==> src/rtl/hrkf_pkg.sv <==
// Shared types and constants for the HID report key filter.
`timescale 1ns / 1ps
package hrkf_pkg;

  localparam int unsigned NUM_SLOTS = 6;

  localparam logic [7:0]  KEY_ESCAPE         = 8'h29;
  localparam logic [7:0]  KEY_PAUSE          = 8'h48;
  localparam logic [15:0] LONG_PRESS_DEFAULT = 16'd2000;
  localparam logic [15:0] ELAPSED_MAX        = 16'hFFFF;

  typedef logic [7:0] key_t;
  typedef key_t [NUM_SLOTS-1:0] key_vec_t;

  // Item kind carried on the input tuser
  typedef enum logic {
    OP_REPORT = 1'b0,
    OP_TICK   = 1'b1
  } op_t;

  // Summary of one report's key slots
  typedef struct packed {
    logic esc_in;
    logic pause_in;
    logic any_key;
  } scan_t;

  // One result item
  typedef struct packed {
    key_vec_t   keys;
    logic [7:0] reserved_byte;
    logic [7:0] modifier_bits;
    logic       exit_request;
    logic       start_sending;
    logic       stop_sending;
    logic       last_of_run;
  } result_t;

endpackage

==> src/rtl/hid_report_key_filter_core.sv <==
// Top level: HID report filter with escape long-press exit request.
// Path: input register, then output register for each result item.
// Throughput: one item per cycle unless the output stalls; a short escape release is held
// in the input register until both its result items are loaded into the single output register.
// Reset: synchronous, active low; clears escape/pause/exit state and the pipeline valids,
// and sets long_press_ms back to 2000.
`timescale 1ns / 1ps
module hid_report_key_filter_core #(
  parameter int KEY_SLOTS = 6
) (
  input  logic        clk,
  input  logic        rst_n,
  // Input items
  input  logic        in_tvalid,
  output logic        in_tready,
  input  logic [63:0] in_tdata,   // modifier_bits, reserved_byte, key_slot_0 .. key_slot_5
  input  logic [1:0]  in_tuser,   // operation, link_up
  // Result items
  output logic        out_tvalid,
  input  logic        out_tready,
  output logic [63:0] out_tdata,  // out_modifier_bits, out_reserved_byte, out_key_0 .. out_key_5
  output logic [2:0]  out_tuser,  // stop_sending, start_sending, exit_request
  output logic        out_tlast,  // last_of_run
  // Configuration: long_press_ms
  input  logic        cfg_valid,
  output logic        cfg_ready,
  input  logic [15:0] cfg_data
);
  import hrkf_pkg::*;

  // Input register
  logic        in_valid_r;
  logic [63:0] in_data_r;
  logic [1:0]  in_user_r;

  // Block state
  logic [15:0] long_press_r;
  logic        esc_held_r,  esc_held_nxt;
  logic [15:0] esc_elapsed_r, esc_elapsed_nxt;
  logic        pause_held_r, pause_held_nxt;
  logic        exit_done_r, exit_done_nxt;
  logic        phase_r;

  // Output register
  logic        out_valid_r;
  result_t     out_r;

  key_vec_t    keys, esc_keys;
  scan_t       scan;
  op_t         op;
  logic        link_up;
  logic [7:0]  mod_bits, rsv_byte;
  logic [15:0] elapsed_inc;
  logic        short_esc, start, stop, emit_exit;
  logic [1:0]  n_res;
  result_t     res;
  logic        can_out, advance, pop, load;

  hrkf_filter #(.KEY_SLOTS(KEY_SLOTS)) u_filter (
    .slots    (in_data_r[63:16]),
    .keys     (keys),
    .esc_keys (esc_keys),
    .scan     (scan)
  );

  assign op       = op_t'(in_user_r[0]);
  assign link_up  = in_user_r[1];
  assign mod_bits = in_data_r[7:0];
  assign rsv_byte = in_data_r[15:8];
  assign elapsed_inc = (esc_elapsed_r == ELAPSED_MAX) ? esc_elapsed_r
                                                     : esc_elapsed_r + 16'd1;

  // Item decode: result count and next state
  always_comb begin
    esc_held_nxt    = esc_held_r;
    esc_elapsed_nxt = esc_elapsed_r;
    pause_held_nxt  = pause_held_r;
    exit_done_nxt   = exit_done_r;
    short_esc       = 1'b0;
    start           = 1'b0;
    emit_exit       = 1'b0;
    n_res           = 2'd0;
    if (!exit_done_r) begin
      unique case (op)
        OP_TICK: begin
          if (esc_held_r) begin
            esc_elapsed_nxt = elapsed_inc;
            if (elapsed_inc >= long_press_r) begin
              emit_exit = 1'b1;
            end
          end
        end
        OP_REPORT: begin
          if (scan.esc_in && !esc_held_r) begin
            esc_held_nxt    = 1'b1;
            esc_elapsed_nxt = '0;
          end
          if (!scan.esc_in && esc_held_r) begin
            esc_held_nxt = 1'b0;
            if (esc_elapsed_r >= long_press_r) begin
              emit_exit = 1'b1;
            end else begin
              short_esc = 1'b1;
            end
          end
          if (!emit_exit) begin
            start          = scan.pause_in && !pause_held_r;
            pause_held_nxt = scan.pause_in;
            if (link_up) begin
              n_res = short_esc ? 2'd2 : 2'd1;
            end
          end
        end
        default: ;
      endcase
      if (emit_exit) begin
        exit_done_nxt = 1'b1;
        n_res         = 2'd1;
      end
    end
  end

  assign stop = (scan.any_key || (mod_bits != '0) || short_esc) && !start;

  // Result item for the current phase
  always_comb begin
    res = '0;
    if (emit_exit) begin
      res.exit_request = 1'b1;
      res.last_of_run  = 1'b1;
    end else begin
      res.modifier_bits = mod_bits;
      res.reserved_byte = rsv_byte;
      res.stop_sending  = stop;
      res.start_sending = start;
      if (n_res == 2'd2 && !phase_r) begin
        res.keys        = esc_keys;
        res.last_of_run = 1'b0;
      end else begin
        res.keys        = keys;
        res.last_of_run = 1'b1;
      end
    end
  end

  // Flow control
  assign can_out   = !out_valid_r || out_tready;
  assign advance   = in_valid_r && ((n_res == 2'd0) || can_out);
  assign pop       = advance && !((n_res == 2'd2) && !phase_r);
  assign load      = advance && (n_res != 2'd0);
  assign in_tready = !in_valid_r || pop;
  assign cfg_ready = 1'b1;

  // Input register
  always_ff @(posedge clk) begin
    if (!rst_n) begin
      in_valid_r <= 1'b0;
    end else if (in_tready) begin
      in_valid_r <= in_tvalid;
    end
    if (in_tready && in_tvalid) begin
      in_data_r <= in_tdata;
      in_user_r <= in_tuser;
    end
  end

  // State, committed when the item leaves the input register
  always_ff @(posedge clk) begin
    if (!rst_n) begin
      long_press_r  <= LONG_PRESS_DEFAULT;
      esc_held_r    <= 1'b0;
      esc_elapsed_r <= '0;
      pause_held_r  <= 1'b0;
      exit_done_r   <= 1'b0;
      phase_r       <= 1'b0;
    end else begin
      if (cfg_valid && cfg_ready) begin
        long_press_r <= cfg_data;
      end
      if (pop) begin
        esc_held_r    <= esc_held_nxt;
        esc_elapsed_r <= esc_elapsed_nxt;
        pause_held_r  <= pause_held_nxt;
        exit_done_r   <= exit_done_nxt;
        phase_r       <= 1'b0;
      end else if (advance) begin
        phase_r <= 1'b1;
      end
    end
  end

  // Output register
  always_ff @(posedge clk) begin
    if (!rst_n) begin
      out_valid_r <= 1'b0;
    end else if (can_out) begin
      out_valid_r <= load;
    end
    if (load) begin
      out_r <= res;
    end
  end

  assign out_tvalid = out_valid_r;
  assign out_tdata  = {out_r.keys, out_r.reserved_byte, out_r.modifier_bits};
  assign out_tuser  = {out_r.exit_request, out_r.start_sending, out_r.stop_sending};
  assign out_tlast  = out_r.last_of_run;

`ifndef ASSERT_OFF
  // Second half of a pair only while its item is still held
  a_phase_item: assert property (@(posedge clk) disable iff (!rst_n)
    phase_r |-> in_valid_r)
    else $error("phase set without an item in the input register");

  // First half of a pair is still in or just left through the output register
  a_phase_out: assert property (@(posedge clk) disable iff (!rst_n)
    phase_r |-> out_valid_r)
    else $error("phase set with empty output register");

  // Exit is sticky
  a_exit_sticky: assert property (@(posedge clk) disable iff (!rst_n)
    exit_done_r |=> exit_done_r)
    else $error("exit state cleared");

  // Emitting the exit request locks the block
  a_exit_sets: assert property (@(posedge clk) disable iff (!rst_n)
    (load && res.exit_request) |=> exit_done_r)
    else $error("exit request without exit state");

  // Silent after exit
  a_silent: assert property (@(posedge clk) disable iff (!rst_n)
    exit_done_r |-> !load)
    else $error("result produced after exit");
`endif

endmodule

==> src/rtl/hrkf_filter.sv <==
// Key slot scan: drops escape and pause, packs the other keys to the front.
`timescale 1ns / 1ps
module hrkf_filter #(
  parameter int KEY_SLOTS = 6
) (
  input  hrkf_pkg::key_vec_t slots,
  output hrkf_pkg::key_vec_t keys,
  output hrkf_pkg::key_vec_t esc_keys,
  output hrkf_pkg::scan_t    scan
);
  import hrkf_pkg::*;

  logic [2:0] cnt;

  // Pack nonzero, non-special codes in slot order
  always_comb begin
    keys         = '0;
    cnt          = '0;
    scan.esc_in   = 1'b0;
    scan.pause_in = 1'b0;
    for (int i = 0; i < NUM_SLOTS; i++) begin
      if (i < KEY_SLOTS) begin
        if (slots[i] == KEY_ESCAPE) begin
          scan.esc_in = 1'b1;
        end else if (slots[i] == KEY_PAUSE) begin
          scan.pause_in = 1'b1;
        end else if (slots[i] != '0) begin
          keys[cnt] = slots[i];
          cnt       = cnt + 3'd1;
        end
      end
    end
    scan.any_key = (cnt != 3'd0);
  end

  // Escape goes into the first empty slot, which is right after the packed keys
  always_comb begin
    esc_keys = keys;
    if (32'(cnt) < KEY_SLOTS) begin
      esc_keys[cnt] = KEY_ESCAPE;
    end
  end

endmodule

==> config.mk <==
export PLATFORM = sky130hd
export DESIGN_NAME = hid_report_key_filter_core
export DESIGN_NICKNAME = d
export VERILOG_FILES = /design/src/rtl/hrkf_pkg.sv /design/src/rtl/hid_report_key_filter_core.sv /design/src/rtl/hrkf_filter.sv
export SDC_FILE = /design/constraint.sdc
export NUM_CORES = 1
export LEC_CHECK = 0
export ABC_AREA = 1
export BUFFER_PORTS_ARGS = -buffer_cell sky130_fd_sc_hd__buf_2
export CAP_MARGIN = 0
export CORE_ASPECT_RATIO = 0.8
export CORE_MARGIN = 4
export CORE_UTILIZATION = 41
export CTS_BUF_LIST = sky130_fd_sc_hd__clkbuf_4
export DETAILED_ROUTE_END_ITERATION = 7
export SLEW_MARGIN = 20
export SYNTH_ARGS = -nofsm -noshare
export SYNTH_HDL_FRONTEND = slang
export SYNTH_SLANG_ARGS = --single-unit
==> constraint.sdc <==
create_clock -name clk -period 16.95 [get_ports clk]
set_input_delay 1.695 -clock clk [delete_from_list [all_inputs] [get_ports clk]]
set_output_delay 1.695 -clock clk [all_outputs]
set_load 0.02 [all_outputs]
==> impl_metrics.json <==
{
  "violations": "DRC",
  "synthMuxAreaShare": 0,
  "die_w_um": 185.9,
  "timing.final.crit_share": 0.3962,
  "antenna_found_initial": 1,
  "worst_pin_slew_ns": 1.005,
  "yosysSeqAreaShare": 0.4611,
  "grt_pass1_vias": 9016,
  "maxSlewViolCount": 0,
  "grt_max_degree": 70,
  "critPathArrivalTime_ns": 5.02,
  "combinationalPowerShare": 0.152,
  "post-route-drc-count": 2,
  "cts_setup_buffers": 0,
  "numPortBuffers": 156,
  "setup.worst_path.start_class": "flip-flop",
  "cts_tree": "yes",
  "fin_nets": 1589,
  "overflow": 0,
  "vias": 9361,
  "grt_use_met3": 0.05990,
  "ir_drop_mv": 0.05119,
  "min-delay-path-class": "reg2reg",
  "syn2layout_area_growth_pct": 12.80,
  "power_density_nw_per_um2": 73.34,
  "finClkSkew_ns": 0.03120,
  "p_switching_uw": 271.8,
  "yosys.area_share.simple": 0.3140,
  "top_usage_layer": "met1",
  "clock_latency_ns": 0.63,
  "ctsLongestPathBuffers": 2,
  "dr.pass1.iters": 8,
  "setup_viol": 0,
  "max_freq_mhz": 148.9,
  "globalRouteTotalUtil": 0.2200,
  "power_frac_seq": 0.571,
  "boundaryPins": 158,
  "wire_per_inst_um": 16.70,
  "cts_hold_buffers": 0,
  "synthAdderAreaFrac": 0.05064,
  "place.gp.congestion": 0.9679,
  "power.leakage_nw": 5.549,
  "core_area_sq_um": 24630,
  "rows": 51,
  "slew_headroom": 0.3285,
  "p_int_uw": 586.7,
  "die_area_sq_um": 27940,
  "finalHoldViolCount": 0,
  "avgSynthCellArea_sq_um": 7.898,
  "synth_top_family_by_area": "simple AND/OR/NAND/NOR gates",
  "status": "finished, violations left",
  "max_cap_viol_count": 0,
  "switching_share": 0.3166,
  "p_clk_frac": 0.277,
  "crit_slowest_cell": "dfxtp_1",
  "use_met2": 0.3251,
  "crit_chain": "inv_1 -> nor3_1 -> nand2_1 -> nor2_1 -> nand3_1 -> nor3_1 -> xor2_1 -> nand2_1 -> ha_1 -> nand4_1 -> nor3_1 -> nand3_1 -> nand3_1 -> nand2_1 -> nand2_1 -> nand2_1 -> nand3_1 -> nand2_1 -> a21oi_1 -> inv_1 -> buf_2",
  "path_class": "reg2out",
  "grt_use_met1": 0.3265,
  "die_y_um": 150.3,
  "drive_above_1_share": 0.1902,
  "grt_pass1_wl_um": 47620,
  "clk_pin_slew_ns": 0.18,
  "worstPathRequired_ns": 15.25,
  "netlist_instances": 1314,
  "syn_nets": 1443,
  "worstPathMaxFanout": 18,
  "routed_via_density": 5.227,
  "synthXorXnorAreaFrac": 0.009284,
  "synth_seq_cells": 172,
  "wirelength_um": 29910,
  "post_cts_resized": 0,
  "crit_top_cell": "nand2_1",
  "tns_ns": 0,
  "rsz0062_at_grt": "no",
  "ys_warn_count": 0,
  "synth_cell_type_count": 45,
  "syn_area_sq_um": 10380,
  "hold_slack_ns": 0.5379,
  "fin_area_sq_um": 11710,
  "cp_slowest_stage_delay_ns": 0.41,
  "synth_compound_area_frac": 0.09187,
  "root_buffer": "clkbuf_4",
  "hpwlAfterDp_um": 23430,
  "ant_nets": 0,
  "start_util": 0.4213,
  "placed_cell_area_sq_um": 11420,
  "cp-end-kind": "output port",
  "cts_sinks": 172,
  "finalPower_uw": 858.6,
  "htree_levels": 4,
  "cts_made_buffers": 17,
  "fin_crit_ns": 6.715,
  "drt_iter0_drc": 858
}
==> final timing paths <==
| path | from | end | slack (ns) | cells past startpoint |
|---|---|---|---|---|
| min | exit_done_r | exit_done_r | 0.54 | 2 |
| max | esc_elapsed_r[0] | in_tready | 10.23 | 21 |
| min reg2reg | exit_done_r | exit_done_r | 0.54 | 2 |
| max reg2reg | esc_elapsed_r[0] | in_data_r[54] | 11.34 | 21 |
==> critical path, delay by kind of cell, from the launching register on <==
kind	cells	cell delay [ns]
AND/OR/NAND/NOR	15	2.75
AO/OA/AOI/OAI	1	0.30
flip-flops	1	0.41
adder cells (fa/ha/maj)	1	0.31
XOR/XNOR	1	0.24
buffers and inverters	3	0.38
==> through the flow <==
stage,instances,setup slack (ns),util
after floorplan,1314,10.69,-
after global placement,1759,11.19,0.4637
after detailed placement,1759,11.01,0.4637
after CTS,1790,10.27,0.4752
after global routing,1791,9.780,0.4753
final,1791,10.23,0.4753
==> cells by family after synthesis <==
group / after synthesis
adder cells (fa/ha/maj): 42
buffers and inverters: 188
AND/OR/NAND/NOR: 720
AO/OA/AOI/OAI: 180
other: 1
XOR/XNOR: 11
flip-flops: 172
==> area by class of cell <==
class / count / area [sq um]
fill: 2480 / 12920
multi-input combinational: 954 / 4845
sequential: 172 / 4785
timing repair buffer: 159 / 803.3
inverter: 156 / 590.6
tap: 318 / 397.9
clock inverter: 14 / 155.1
clock buffer: 17 / 127.6
antenna: 1 / 2.502
==> sequential cells by signal, indices dropped and copies added (netlist names) <==
name	count
phase_r	1
in_data_r	64
in_valid_r	1
out_tuser	3
pause_held_r	1
esc_elapsed_r	16
exit_done_r	1
out_tlast	1
esc_held_r	1
out_tvalid	1
in_user_r	2
long_press_r	16
out_tdata	64
==> Yosys cell counts (all sizes together) <==
cell	n	area [sq um]
and3	1	6.260
conb	1	3.750
ha	42	525.5
inv	155	586.8
nor4	8	50.05
nand2	360	1484
and2	2	12.51
or2	2	12.52
clkinv	1	3.750
a211oi	1	7.510
o22ai	4	25.02
a31oi	3	18.77
o21a	3	22.52
nand3b	1	7.510
xor2	11	96.34
nor2	189	783.2
nor3	26	130.1
a21oi	69	345.3
o21ai	92	464.2
nand4	17	106.4
o21bai	1	7.510
dfxtp	38	760.7
clkbuf	11	42.54
o211ai	7	62.56
buf	21	122.6
nand3	114	665.6
edfxtp	134	4024
==> cell usage in the layout, fill, tap and decap left out, types with 6 or more instances in the layout <==
cell      instances
nor4_1            8
nor3_1           26
o21ai_1          22
inv_1           129
xor2_1           11
nand2_2          25
nor2_2            8
inv_2            24
buf_2           156
nor2_4            6
nand2_1         328
ha_1             42
nand3_1         101
clkbuf_4         17
o21ai_0          69
dfxtp_1          38
nand3_2           9
nor2_1          174
edfxtp_1        134
nand4_1          17
a21oi_1          69
==> layer usage <==
layer	up-vias	part of all wire
met5	-	0
met4	0	0.011
met3	32	0.086
met2	355	0.42
met1	4320	0.48
li1	4654	-
==> power by group through the flow <==
stage / clock network [mW] / logic, mW / registers (mW)
6_report: 0.238 / 0.130 / 0.491
5_1_grt: 0.265 / 0.150 / 0.493
4_1_cts: 0.247 / 0.131 / 0.490
3_5_place_dp: 0 / 0.130 / 0.499
3_3_place_gp: 0 / 0.129 / 0.500
2_1_floorplan: 0 / 0.0866 / 0.498
(Power assumes the default switching activity.)
